[src/sv/hamming_corrector_unit_defines.svh]
// Assertion macros for the Hamming corrector unit.
`ifndef HAMMING_CORRECTOR_UNIT_DEFINES_SVH
`define HAMMING_CORRECTOR_UNIT_DEFINES_SVH

// Same-cycle implication, checked outside reset.
`define HC_ASSERT_IMPL(label, clk, rst_n, ante, cons) \
    label: assert property (@(posedge clk) disable iff (!rst_n) (ante) |-> (cons)) \
        else $error("hamming_corrector_unit: same-cycle check failed");

// Next-cycle implication, checked outside reset.
`define HC_ASSERT_NEXT(label, clk, rst_n, ante, cons) \
    label: assert property (@(posedge clk) disable iff (!rst_n) (ante) |=> (cons)) \
        else $error("hamming_corrector_unit: next-cycle check failed");

`endif

[src/sv/hc_pkg.sv]
// Package with widths, status codes and constant tables of the Hamming corrector.
package hc_pkg;

    localparam int CODE_BITS = 63;
    localparam int LEN_W     = 6;
    localparam int SYN_W     = 6;
    localparam int DATA_BITS = 57;
    localparam int CNT_W     = 6;

    typedef logic [CODE_BITS-1:0] code_word_t;
    typedef logic [DATA_BITS-1:0] data_word_t;
    typedef logic [LEN_W-1:0]     len_t;
    typedef logic [SYN_W-1:0]     syn_t;
    typedef logic [CNT_W-1:0]     cnt_t;

    typedef enum logic [1:0] {
        ST_CLEAN     = 2'd0,
        ST_CORRECTED = 2'd1,
        ST_BEYOND    = 2'd2
    } status_t;

    // Positions (1-based) whose index has syndrome bit b set.
    function automatic code_word_t parity_mask(input logic [2:0] b);
        code_word_t m;
        syn_t       pos;
        m = '0;
        for (int i = 0; i < CODE_BITS; i++) begin
            pos  = SYN_W'(i + 1);
            m[i] = pos[b];
        end
        return m;
    endfunction

    // Bit index in the codeword of data bit k (k-th non power of two position).
    function automatic logic [LEN_W-1:0] data_bit_index(input int k);
        logic [LEN_W-1:0] idx;
        int               cnt;
        int               pos;
        idx = '0;
        cnt = 0;
        for (int i = 0; i < CODE_BITS; i++) begin
            pos = i + 1;
            if ((pos & (pos - 1)) != 0) begin
                if (cnt == k) begin
                    idx = LEN_W'(i);
                end
                cnt = cnt + 1;
            end
        end
        return idx;
    endfunction

    // Length minus the number of powers of two not above it.
    function automatic cnt_t data_count_of(input len_t n);
        cnt_t pw;
        pw = '0;
        for (int p = 0; p < LEN_W; p++) begin
            if ((LEN_W+1)'(1 << p) <= {1'b0, n}) begin
                pw = pw + CNT_W'(1);
            end
        end
        return CNT_W'(n) - pw;
    endfunction

endpackage

[src/sv/hc_if.sv]
// Valid/ready channel interfaces for codeword items and result items.
interface hc_code_if;
    logic              valid;
    logic              ready;
    hc_pkg::code_word_t codeword;
    hc_pkg::len_t       code_length;

    modport source (output valid, output codeword, output code_length, input ready);
    modport sink   (input valid, input codeword, input code_length, output ready);
endinterface

interface hc_result_if;
    logic               valid;
    logic               ready;
    hc_pkg::syn_t       syndrome;
    hc_pkg::status_t    status;
    hc_pkg::code_word_t corrected_word;
    hc_pkg::data_word_t data_word;
    hc_pkg::cnt_t       data_count;

    modport source (output valid, output syndrome, output status, output corrected_word,
                    output data_word, output data_count, input ready);
    modport sink   (input valid, input syndrome, input status, input corrected_word,
                    input data_word, input data_count, output ready);
endinterface

[src/sv/hamming_corrector_unit.sv]
// Top level: single-error-correcting Hamming decoder, one codeword item per cycle while result does not stall.
//
//  channel  | role | payload
//  ---------+------+----------------------------------------------------------
//  code     | sink | codeword[63], code_length[6]
//  result   | src  | syndrome[6], status[2], corrected_word[63], data_word[57],
//           |      | data_count[6]
//
// Two register stages: input register, then syndrome/correct/extract logic into
// the result register. Throughput is one item per cycle while result does not stall.
// Reset clears both stage valid flags; payload registers are not reset.
// A stall on result holds the result register and backs up into the input
// register; code.ready drops only when both stages are full and result stalls.
`include "hamming_corrector_unit_defines.svh"

module hamming_corrector_unit
(
    input  logic        clk,
    input  logic        rst_n,
    hc_code_if.sink     code,
    hc_result_if.source result
);

    logic               s1_valid_reg;
    logic               s1_valid_next;
    hc_pkg::code_word_t s1_word_reg;
    hc_pkg::len_t       s1_len_reg;

    logic               out_valid_reg;
    logic               out_valid_next;
    hc_pkg::syn_t       syn_reg;
    hc_pkg::status_t    status_reg;
    hc_pkg::code_word_t corr_reg;
    hc_pkg::data_word_t data_reg;
    hc_pkg::cnt_t       count_reg;

    logic               s1_adv;
    logic               code_acc;

    hc_pkg::code_word_t len_mask;
    hc_pkg::code_word_t word;
    hc_pkg::syn_t       syn;
    logic               flip;
    hc_pkg::code_word_t corr;
    hc_pkg::data_word_t data;
    hc_pkg::status_t    status;

    // Handshake and stage control
    assign s1_adv     = s1_valid_reg && (!out_valid_reg || result.ready);
    assign code.ready = !s1_valid_reg || s1_adv;
    assign code_acc   = code.valid && code.ready;

    always_comb
    begin
        s1_valid_next = s1_valid_reg;
        if (code_acc)
        begin
            s1_valid_next = 1'b1;
        end
        else if (s1_adv)
        begin
            s1_valid_next = 1'b0;
        end

        out_valid_next = out_valid_reg;
        if (s1_adv)
        begin
            out_valid_next = 1'b1;
        end
        else if (result.ready)
        begin
            out_valid_next = 1'b0;
        end
    end

    always_ff @(posedge clk or negedge rst_n)
    begin
        if (!rst_n)
        begin
            s1_valid_reg  <= 1'b0;
            out_valid_reg <= 1'b0;
        end
        else
        begin
            s1_valid_reg  <= s1_valid_next;
            out_valid_reg <= out_valid_next;
        end
    end

    always_ff @(posedge clk)
    begin
        if (code_acc)
        begin
            s1_word_reg <= code.codeword;
            s1_len_reg  <= code.code_length;
        end
    end

    // Decode: a 6-bit length never exceeds the maximum, so no saturation is needed
    always_comb
    begin
        len_mask = ~({hc_pkg::CODE_BITS{1'b1}} << s1_len_reg);
        word     = s1_word_reg & len_mask;

        for (int b = 0; b < hc_pkg::SYN_W; b++)
        begin
            syn[b] = ^(word & hc_pkg::parity_mask(3'(b)));
        end

        flip = (syn != '0) && (syn <= s1_len_reg);
        corr = word;
        if (flip)
        begin
            corr = word ^ (hc_pkg::CODE_BITS'(1) << (syn - hc_pkg::SYN_W'(1)));
        end

        if (syn == '0)
        begin
            status = hc_pkg::ST_CLEAN;
        end
        else if (flip)
        begin
            status = hc_pkg::ST_CORRECTED;
        end
        else
        begin
            status = hc_pkg::ST_BEYOND;
        end

        // Fixed wiring: positions above the length are already zero
        for (int k = 0; k < hc_pkg::DATA_BITS; k++)
        begin
            data[k] = corr[hc_pkg::data_bit_index(k)];
        end
    end

    always_ff @(posedge clk)
    begin
        if (s1_adv)
        begin
            syn_reg    <= syn;
            status_reg <= status;
            corr_reg   <= corr;
            data_reg   <= data;
            count_reg  <= hc_pkg::data_count_of(s1_len_reg);
        end
    end

    assign result.valid          = out_valid_reg;
    assign result.syndrome       = syn_reg;
    assign result.status         = status_reg;
    assign result.corrected_word = corr_reg;
    assign result.data_word      = data_reg;
    assign result.data_count     = count_reg;

    `HC_ASSERT_NEXT(a_out_held, clk, rst_n, out_valid_reg && !result.ready, out_valid_reg)
    `HC_ASSERT_NEXT(a_s1_held, clk, rst_n, s1_valid_reg && !s1_adv, s1_valid_reg)
    `HC_ASSERT_IMPL(a_clean_syn, clk, rst_n,
        out_valid_reg && (status_reg == hc_pkg::ST_CLEAN), syn_reg == '0)
    `HC_ASSERT_IMPL(a_flip_syn, clk, rst_n,
        s1_valid_reg && flip, (corr ^ word) != '0)

endmodule
[src/flat_wrapper.sv]
// flat-port wrapper written by rule: the top's interface ports become plain ports
module hamming_corrector_unit_flat 
  (clk, rst_n, code_valid, code_codeword, code_code_length, code_ready, result_valid, result_syndrome, result_status, result_corrected_word, result_data_word, result_data_count, result_ready);
  hc_code_if code_i ();
  hc_result_if result_i ();
  input  logic clk;
  input  logic rst_n;
  input wire logic [$bits(code_i.valid)-1:0] code_valid;
  input wire logic [$bits(code_i.codeword)-1:0] code_codeword;
  input wire logic [$bits(code_i.code_length)-1:0] code_code_length;
  output wire logic [$bits(code_i.ready)-1:0] code_ready;
  output wire logic [$bits(result_i.valid)-1:0] result_valid;
  output wire logic [$bits(result_i.syndrome)-1:0] result_syndrome;
  output wire logic [$bits(result_i.status)-1:0] result_status;
  output wire logic [$bits(result_i.corrected_word)-1:0] result_corrected_word;
  output wire logic [$bits(result_i.data_word)-1:0] result_data_word;
  output wire logic [$bits(result_i.data_count)-1:0] result_data_count;
  input wire logic [$bits(result_i.ready)-1:0] result_ready;
  assign code_i.valid = code_valid;
  assign code_i.codeword = code_codeword;
  assign code_i.code_length = code_code_length;
  assign code_ready = code_i.ready;
  assign result_valid = result_i.valid;
  assign result_syndrome = result_i.syndrome;
  assign result_status = result_i.status;
  assign result_corrected_word = result_i.corrected_word;
  assign result_data_word = result_i.data_word;
  assign result_data_count = result_i.data_count;
  assign result_i.ready = result_ready;
  hamming_corrector_unit u_core (.clk(clk), .rst_n(rst_n), .code(code_i), .result(result_i));
endmodule
[config.mk]
export PLATFORM = sky130hd
export DESIGN_NAME = hamming_corrector_unit_flat
export DESIGN_NICKNAME = d
export VERILOG_FILES = /design/src/sv/hc_pkg.sv /design/src/sv/hc_if.sv /design/src/sv/hamming_corrector_unit.sv /design/src/flat_wrapper.sv
export VERILOG_INCLUDE_DIRS = /design/src /design/src/sv
export SDC_FILE = /design/constraint.sdc
export NUM_CORES = 1
export LEC_CHECK = 0
export BUFFER_PORTS_ARGS = -buffer_cell sky130_fd_sc_hd__buf_2
export CAP_MARGIN = 15
export CORE_MARGIN = 2
export CORE_UTILIZATION = 60
export DETAILED_ROUTE_END_ITERATION = 10
export PLACE_DENSITY = 0.87
export SYNTH_ARGS = -nofsm -noshare
export SYNTH_HDL_FRONTEND = slang
export SYNTH_SLANG_ARGS = --single-unit
export TNS_END_PERCENT = 30
[constraint.sdc]
create_clock -name clk -period 12.3 [get_ports clk]
set_input_delay 1.23 -clock clk [delete_from_list [all_inputs] [get_ports clk]]
set_output_delay 1.23 -clock clk [all_outputs]
set_load 0.02 [all_outputs]
Yosys cells after proc, flatten, opt, wreduce, memory -nomap -nowiden --
Cells that the tools add are included.
Storage, ports and cells: flip-flop bits (word level) 205, bits of input ports 73, output and inout port bits 136, logic and storage cells 63
Operators by class: $add $sub $neg 7, order comparisons 7, shift-type cells 2, muxes and demuxes 18, bitwise gates (word level) 3, reduce and logical (&&, ||, !) cells 17
Operator list (count):
- 63-bit parity | 6
- 6-bit two-way mux | 11
- 63-bit bitwise AND | 1
- 63-bit two-way mux | 1
- 63-bit inverter | 1
- 1-bit by 6-bit left shift with 63-bit output, first input constant | 1
- 63-bit by 6-bit left shift with 63-bit output, first input constant | 1
- 63-bit bitwise XOR | 1
- 6-bit by 1-bit adder with 6-bit output, second input constant | 5
- 1-bit by 6-bit <= comparator with 1-bit output, first input constant | 1
- 2-bit by 6-bit <= comparator with 1-bit output, first input constant | 1
- 3-bit by 6-bit <= comparator with 1-bit output, first input constant | 1
- 4-bit by 6-bit <= comparator with 1-bit output, first input constant | 1
- 5-bit by 6-bit <= comparator with 1-bit output, first input constant | 1
- 6-bit <= comparator | 1
- 6-bit <= comparator, first input constant | 1
- 6-bit zero test | 1
- 6-bit nonzero test | 1
- 6-bit by 1-bit subtractor with 6-bit output, second input constant | 1
- 6-bit subtractor | 1
- 1-bit two-way mux | 5
- 2-bit nonzero test | 2
- 1-bit logical AND | 3
- 1-bit zero test | 2
- other kinds (2) | 3

Logic depth before layout (Yosys ltp) --
depth in word-level cells 20, mapped depth 23, depth with buffers taken out 20

Worst setup path before layout --
No wires, ideal clock.
path kind register to register, start reg u_core.s1_len_reg[5], end reg u_core.data_reg[29] (netlist: u_core.result.data_word[29]) (data pin), setup time 0.276 ns, arrival time 4.824 ns, data required time 12.024 ns, setup slack 7.200 ns, cell stages (with the launch flop) 22, buffers on the path 4, period minus slack after synthesis 5.100 ns, cells stage by stage edfxtp_1 > clkbuf_1 > buf_2 > clkbuf_1 > nand2_1 > nor3_1 > mux2i_1 > xnor3_1 > xnor2_1 > xnor3_1 > xnor2_1 > inv_1 > ha_1 > nor2b_1 > o21a_1 > o21a_1 > o21ai_0 > a21oi_1 > clkbuf_1 > nor4_1 > nand2_1 > xor2_1
Between the ends: cells in the longest elaborated chain, start to end 8, elaborated cells between the ends (all ways) 16, those cells by class add/sub: 1; order compare: 1; shift: 2; mux: 1; bitwise: 3; reduce/logical: 8
Ends and longest elaborated chain:
- start, declared | line hamming_corrector_unit.sv:27 | hc_pkg::len_t s1_len_reg;
- start signal, assigned | line hamming_corrector_unit.sv:95 | s1_len_reg <= code.code_length;
- 63-bit by 6-bit left shift with 63-bit output (*) | line hamming_corrector_unit.sv:102 | len_mask = ~({hc_pkg::CODE_BITS{1'b1}} << s1_len_reg);
- 63-bit inverter (*) | line hamming_corrector_unit.sv:102
- 63-bit bitwise AND (*) | line hamming_corrector_unit.sv:103 | word = s1_word_reg & len_mask;
- 63-bit parity (*) | line hamming_corrector_unit.sv:107 | syn[b] = ^(word & hc_pkg::parity_mask(3'(b)));
- net u_core.syn[1] | line hamming_corrector_unit.sv:42 | hc_pkg::syn_t syn;
- 6-bit by 1-bit subtractor with 6-bit output | line hamming_corrector_unit.sv:114 | corr = word ^ (hc_pkg::CODE_BITS'(1) << (syn - hc_pkg::SYN_W'(1)));
- 1-bit by 6-bit left shift with 63-bit output | line hamming_corrector_unit.sv:114
- 63-bit bitwise XOR | line hamming_corrector_unit.sv:114
- 63-bit two-way mux (*) | line hamming_corrector_unit.sv:112 | if (flip)
- net u_core.corr[35] | line hamming_corrector_unit.sv:44 | hc_pkg::code_word_t corr;
- end signal, assigned | line hamming_corrector_unit.sv:144 | data_reg <= data;
- end, declared | line hamming_corrector_unit.sv:34 | hc_pkg::data_word_t data_reg;
The timed path passes the listed nets; every way through them passes the cells marked *. A chain may end at the register's enable or synchronous reset.

Worst setup path after layout --
Ends and elaborated chain as after synthesis.

==> run_results.csv <==
group,metric,value,unit
cts,cts_sinks,148,
critical_path,path_class,"reg2reg",
drt,vias_per_cell,6.11,
place,gp_congestion,0.971,
sta,timing.slew.headroom,0.282,
die,core_area,15300,µm²
logic_synthesis,synth_edf_count,146,
cts,cts_buffers,17,
die,die_y,130,µm
sta,rsz0062_at_grt,"false",
cts,clockBufferDepth,2,
global_routing,grt_antenna_before_repair,0,
critical_path,start_kind,"register",
outcome,status,"completed",
logic_synthesis,synth_seq_cells,148,
place,placed_area,10200,µm²
sta,fin_tns_setup,0,ns
die,die_area,16800,µm²
sta,fin_crit_sh,0.496,
logic_synthesis,ys_top_cells_by_area,"edfxtp_1 46%, xor2_1 6.1%, xnor2_1 5.8%",
global_routing,grt_pass1_wl,37300,µm
power,power_density,202,nW/µm²
logic_synthesis,syn-mean-instance-area,10.9,µm²
critical_path,regToRegEndpoint,"u_core.result.data_word[29]",
drt,first_iter_violations,1336,
final_layout,fin_nets,1085,
sta,final.min_clock_period,6.10,ns
sta,setup_viol,0,
critical_path,critPathCaptureType,"register",
drt,drcViolationCount,0,
final_layout,final_cell_mix,"208 x buf_2, 146 x edfxtp_1, 89 x nand2_1, 66 x xor2_1, 63 x xnor2_1",
logic_synthesis,syn_area,9450,µm²
logic_synthesis,ys_seq_area_frac,0.469,
logic_synthesis,yosys_warnings,0,
drt,ant_nets,0,
place,dp_hpwl,18900,µm
drt,vias,7450,
place,placement.io_buffers,208,
cts,htreeDepth,4,
die,die_w,130,µm
final_layout,final_common_cell,"buf_2",
sta,worstMarginPinSlew,1.06,ns
final_layout,area_growth,13.9,%
logic_synthesis,netlist.area_leader.share,0.464,
drt,wl_per_cell,21.1,µm
die,initial_core_util,0.617,
logic_synthesis,synth_flop_cell,"edfxtp_1",
drt,wl,25700,µm
sta,hold_viol_final,0,
logic_synthesis,yosysTopAreaCell,"edfxtp_1",
sta,slew_viol_final,0,
logic_synthesis,syn-instance-count,864,
critical_path,worstPathRequired,12.43,ns
cts,postCtsSetupRepairBufs,0,
cts,cts_tree,"built",
sta,skew,0.00902,ns
sta,maxClockFrequency,164,MHz
global_routing,grt_overflow,0,
run,max_cap_violations,0,
cts,clock_latency,0.43,ns
critical_path,reg2reg_depth,19,
logic_synthesis,async_reset_ff_frac,0.0135,
cts,cts.clk_slew.worst_paths,0.06,ns
power,p_leak,4.17,nW
power,power.total,2.17,mW
global_routing,grt_pass1_vias,6552,
cts,cts_root_buf,"clkbuf_16",
critical_path,timing.rr.start,"u_core.s1_len_reg[5]",
cts,cts-hold-fix-buffers,0,
logic_synthesis,syn_nets,954,
min_path,min_from,"u_core.s1_valid_reg",
min_path,hp-class,"reg2reg",
power,peakVddDrop,0.000127,V
final_layout,insertedDiodeCount,0,
final_layout,post-route-cell-area,10800,µm²
min_path,hold_path_depth,1,
global_routing,grt_use_total,0.307,
global_routing,grt_max_degree,78,
logic_synthesis,yosysUniqueCellTypes,81,
critical_path,rrSetupSlack,6.20,ns
critical_path,cp.arrival,6.23,ns
cts,cts-resized-gates,0,
final_layout,largest_reg_flops,63,
die,ios,209,
final_layout,layout-drive-gt1-share,0.276,
die,rows,45,
min_path,holdPathEnd,"u_core.result.valid",
drt,dr.pass1.iters,8,
critical_path,crit_fanout,63,
## per-layer routing
layer,share of wire,wire length [µm],vias to the layer above,global-route usage
met2,0.46,11800,530,0.481
li1,-,-,3365,-
met4,0.025,650,0,0.0955
met1,0.39,9980,3503,0.419
met5,0,0,-,0
met3,0.12,3200,52,0.0855
## logic make-up (layout without fill, tap and decap cells)
group | Yosys count | count (layout) | synth area share
flip-flops | 148 | 148 | 0.469
AO/OA/AOI/OAI | 168 | 168 | 0.122
multiplexers | 7 | 7 | 0.00768
XOR/XNOR | 145 | 145 | 0.156
AND/OR/NAND/NOR | 249 | 249 | 0.142
buffers and inverters | 128 | 272 | 0.0765
adder cells (fa/ha/maj) | 19 | 19 | 0.0254
## report_power, final
part	total [mW]	internal, mW	switching (mW)
logic	0.979	0.321	0.658
registers	0.695	0.656	0.0386
clock network	0.502	0.297	0.205
total	2.17	1.27	0.901
## per-stage QoR
step	instances	setup WS, ns	util	hold slack [ns]
6_report	1219	6.20	0.703	0.498
5_1_grt	1219	5.81	0.703	0.514
4_1_cts	1219	6.30	0.703	0.496
3_5_place_dp	1187	6.32	0.666	0.481
3_3_place_gp	1187	6.46	0.666	0.470
2_1_floorplan	864	7.20	-	0.449
## cell usage after synthesis (4+ instances only)
library cell    n
edfxtp_1      146
nand2_1        89
xor2_1         66
xnor2_1        63
buf_4          57
o21ai_0        36
nand3_1        35
a21oi_1        28
clkbuf_1       26
nor2_1         23
o211ai_1       22
inv_1          18
buf_2          17
ha_1           16
nor3_1         13
xnor3_1        13
o21a_1         11
nand4_1         9
and2_1          8
nand2b_1        8
and3_1          7
nand3b_1        7
nor2b_1         7
nor4_1          6
o221ai_1        6
o22ai_1         6
a211oi_1        5
a21o_1          5
and4_1          5
buf_1           5
mux2i_1         5
or2_2           5
a31oi_1         4
o31a_1          4
o31ai_1         4
or3_1           4
## worst max-delay path: stages, from the launching register on
cell and delay (ns):
edfxtp_1 0.32, buf_4 0.48, or2_1 0.55, o21ai_1 0.29, xor2_1 0.35, xnor3_1 0.47, xnor2_1 0.21, xnor3_1 0.41
xnor2_1 0.44, inv_1 0.11, ha_1 0.31, nor2b_1 0.13, o21a_1 0.17, o21a_1 0.16, o21ai_0 0.14, a21oi_1 0.09
buf_4 0.21, nor4_1 0.55, nand2_1 0.17, xor2_1 0.21
## layout make-up
class,instances,area (µm²)
well taps,211,264
flip-flops and latches,148,4430
fillers,1137,4550
repair buffers,218,1120
inverters,22,82.6
multi-input cells,588,4300
clock inverters,13,136
clock buffers,19,433
## how the worst max path moves through the flow
stage / startpoint / to / slack (ns) / cells past startpoint
finish: u_core.s1_len_reg[5] / u_core.result.data_word[29] / 6.20 / 19
global route: u_core.s1_len_reg[5] / u_core.result.data_word[29] / 5.81 / 19
CTS: u_core.s1_len_reg[5] / u_core.result.data_word[29] / 6.30 / 19
detailed placement: u_core.s1_len_reg[5] / u_core.result.data_word[29] / 6.32 / 19
global placement: u_core.s1_len_reg[5] / u_core.result.data_word[29] / 6.46 / 19
floorplan: u_core.s1_len_reg[5] / u_core.result.data_word[29] / 7.20 / 21
Power figures use the tool's default switching activity.
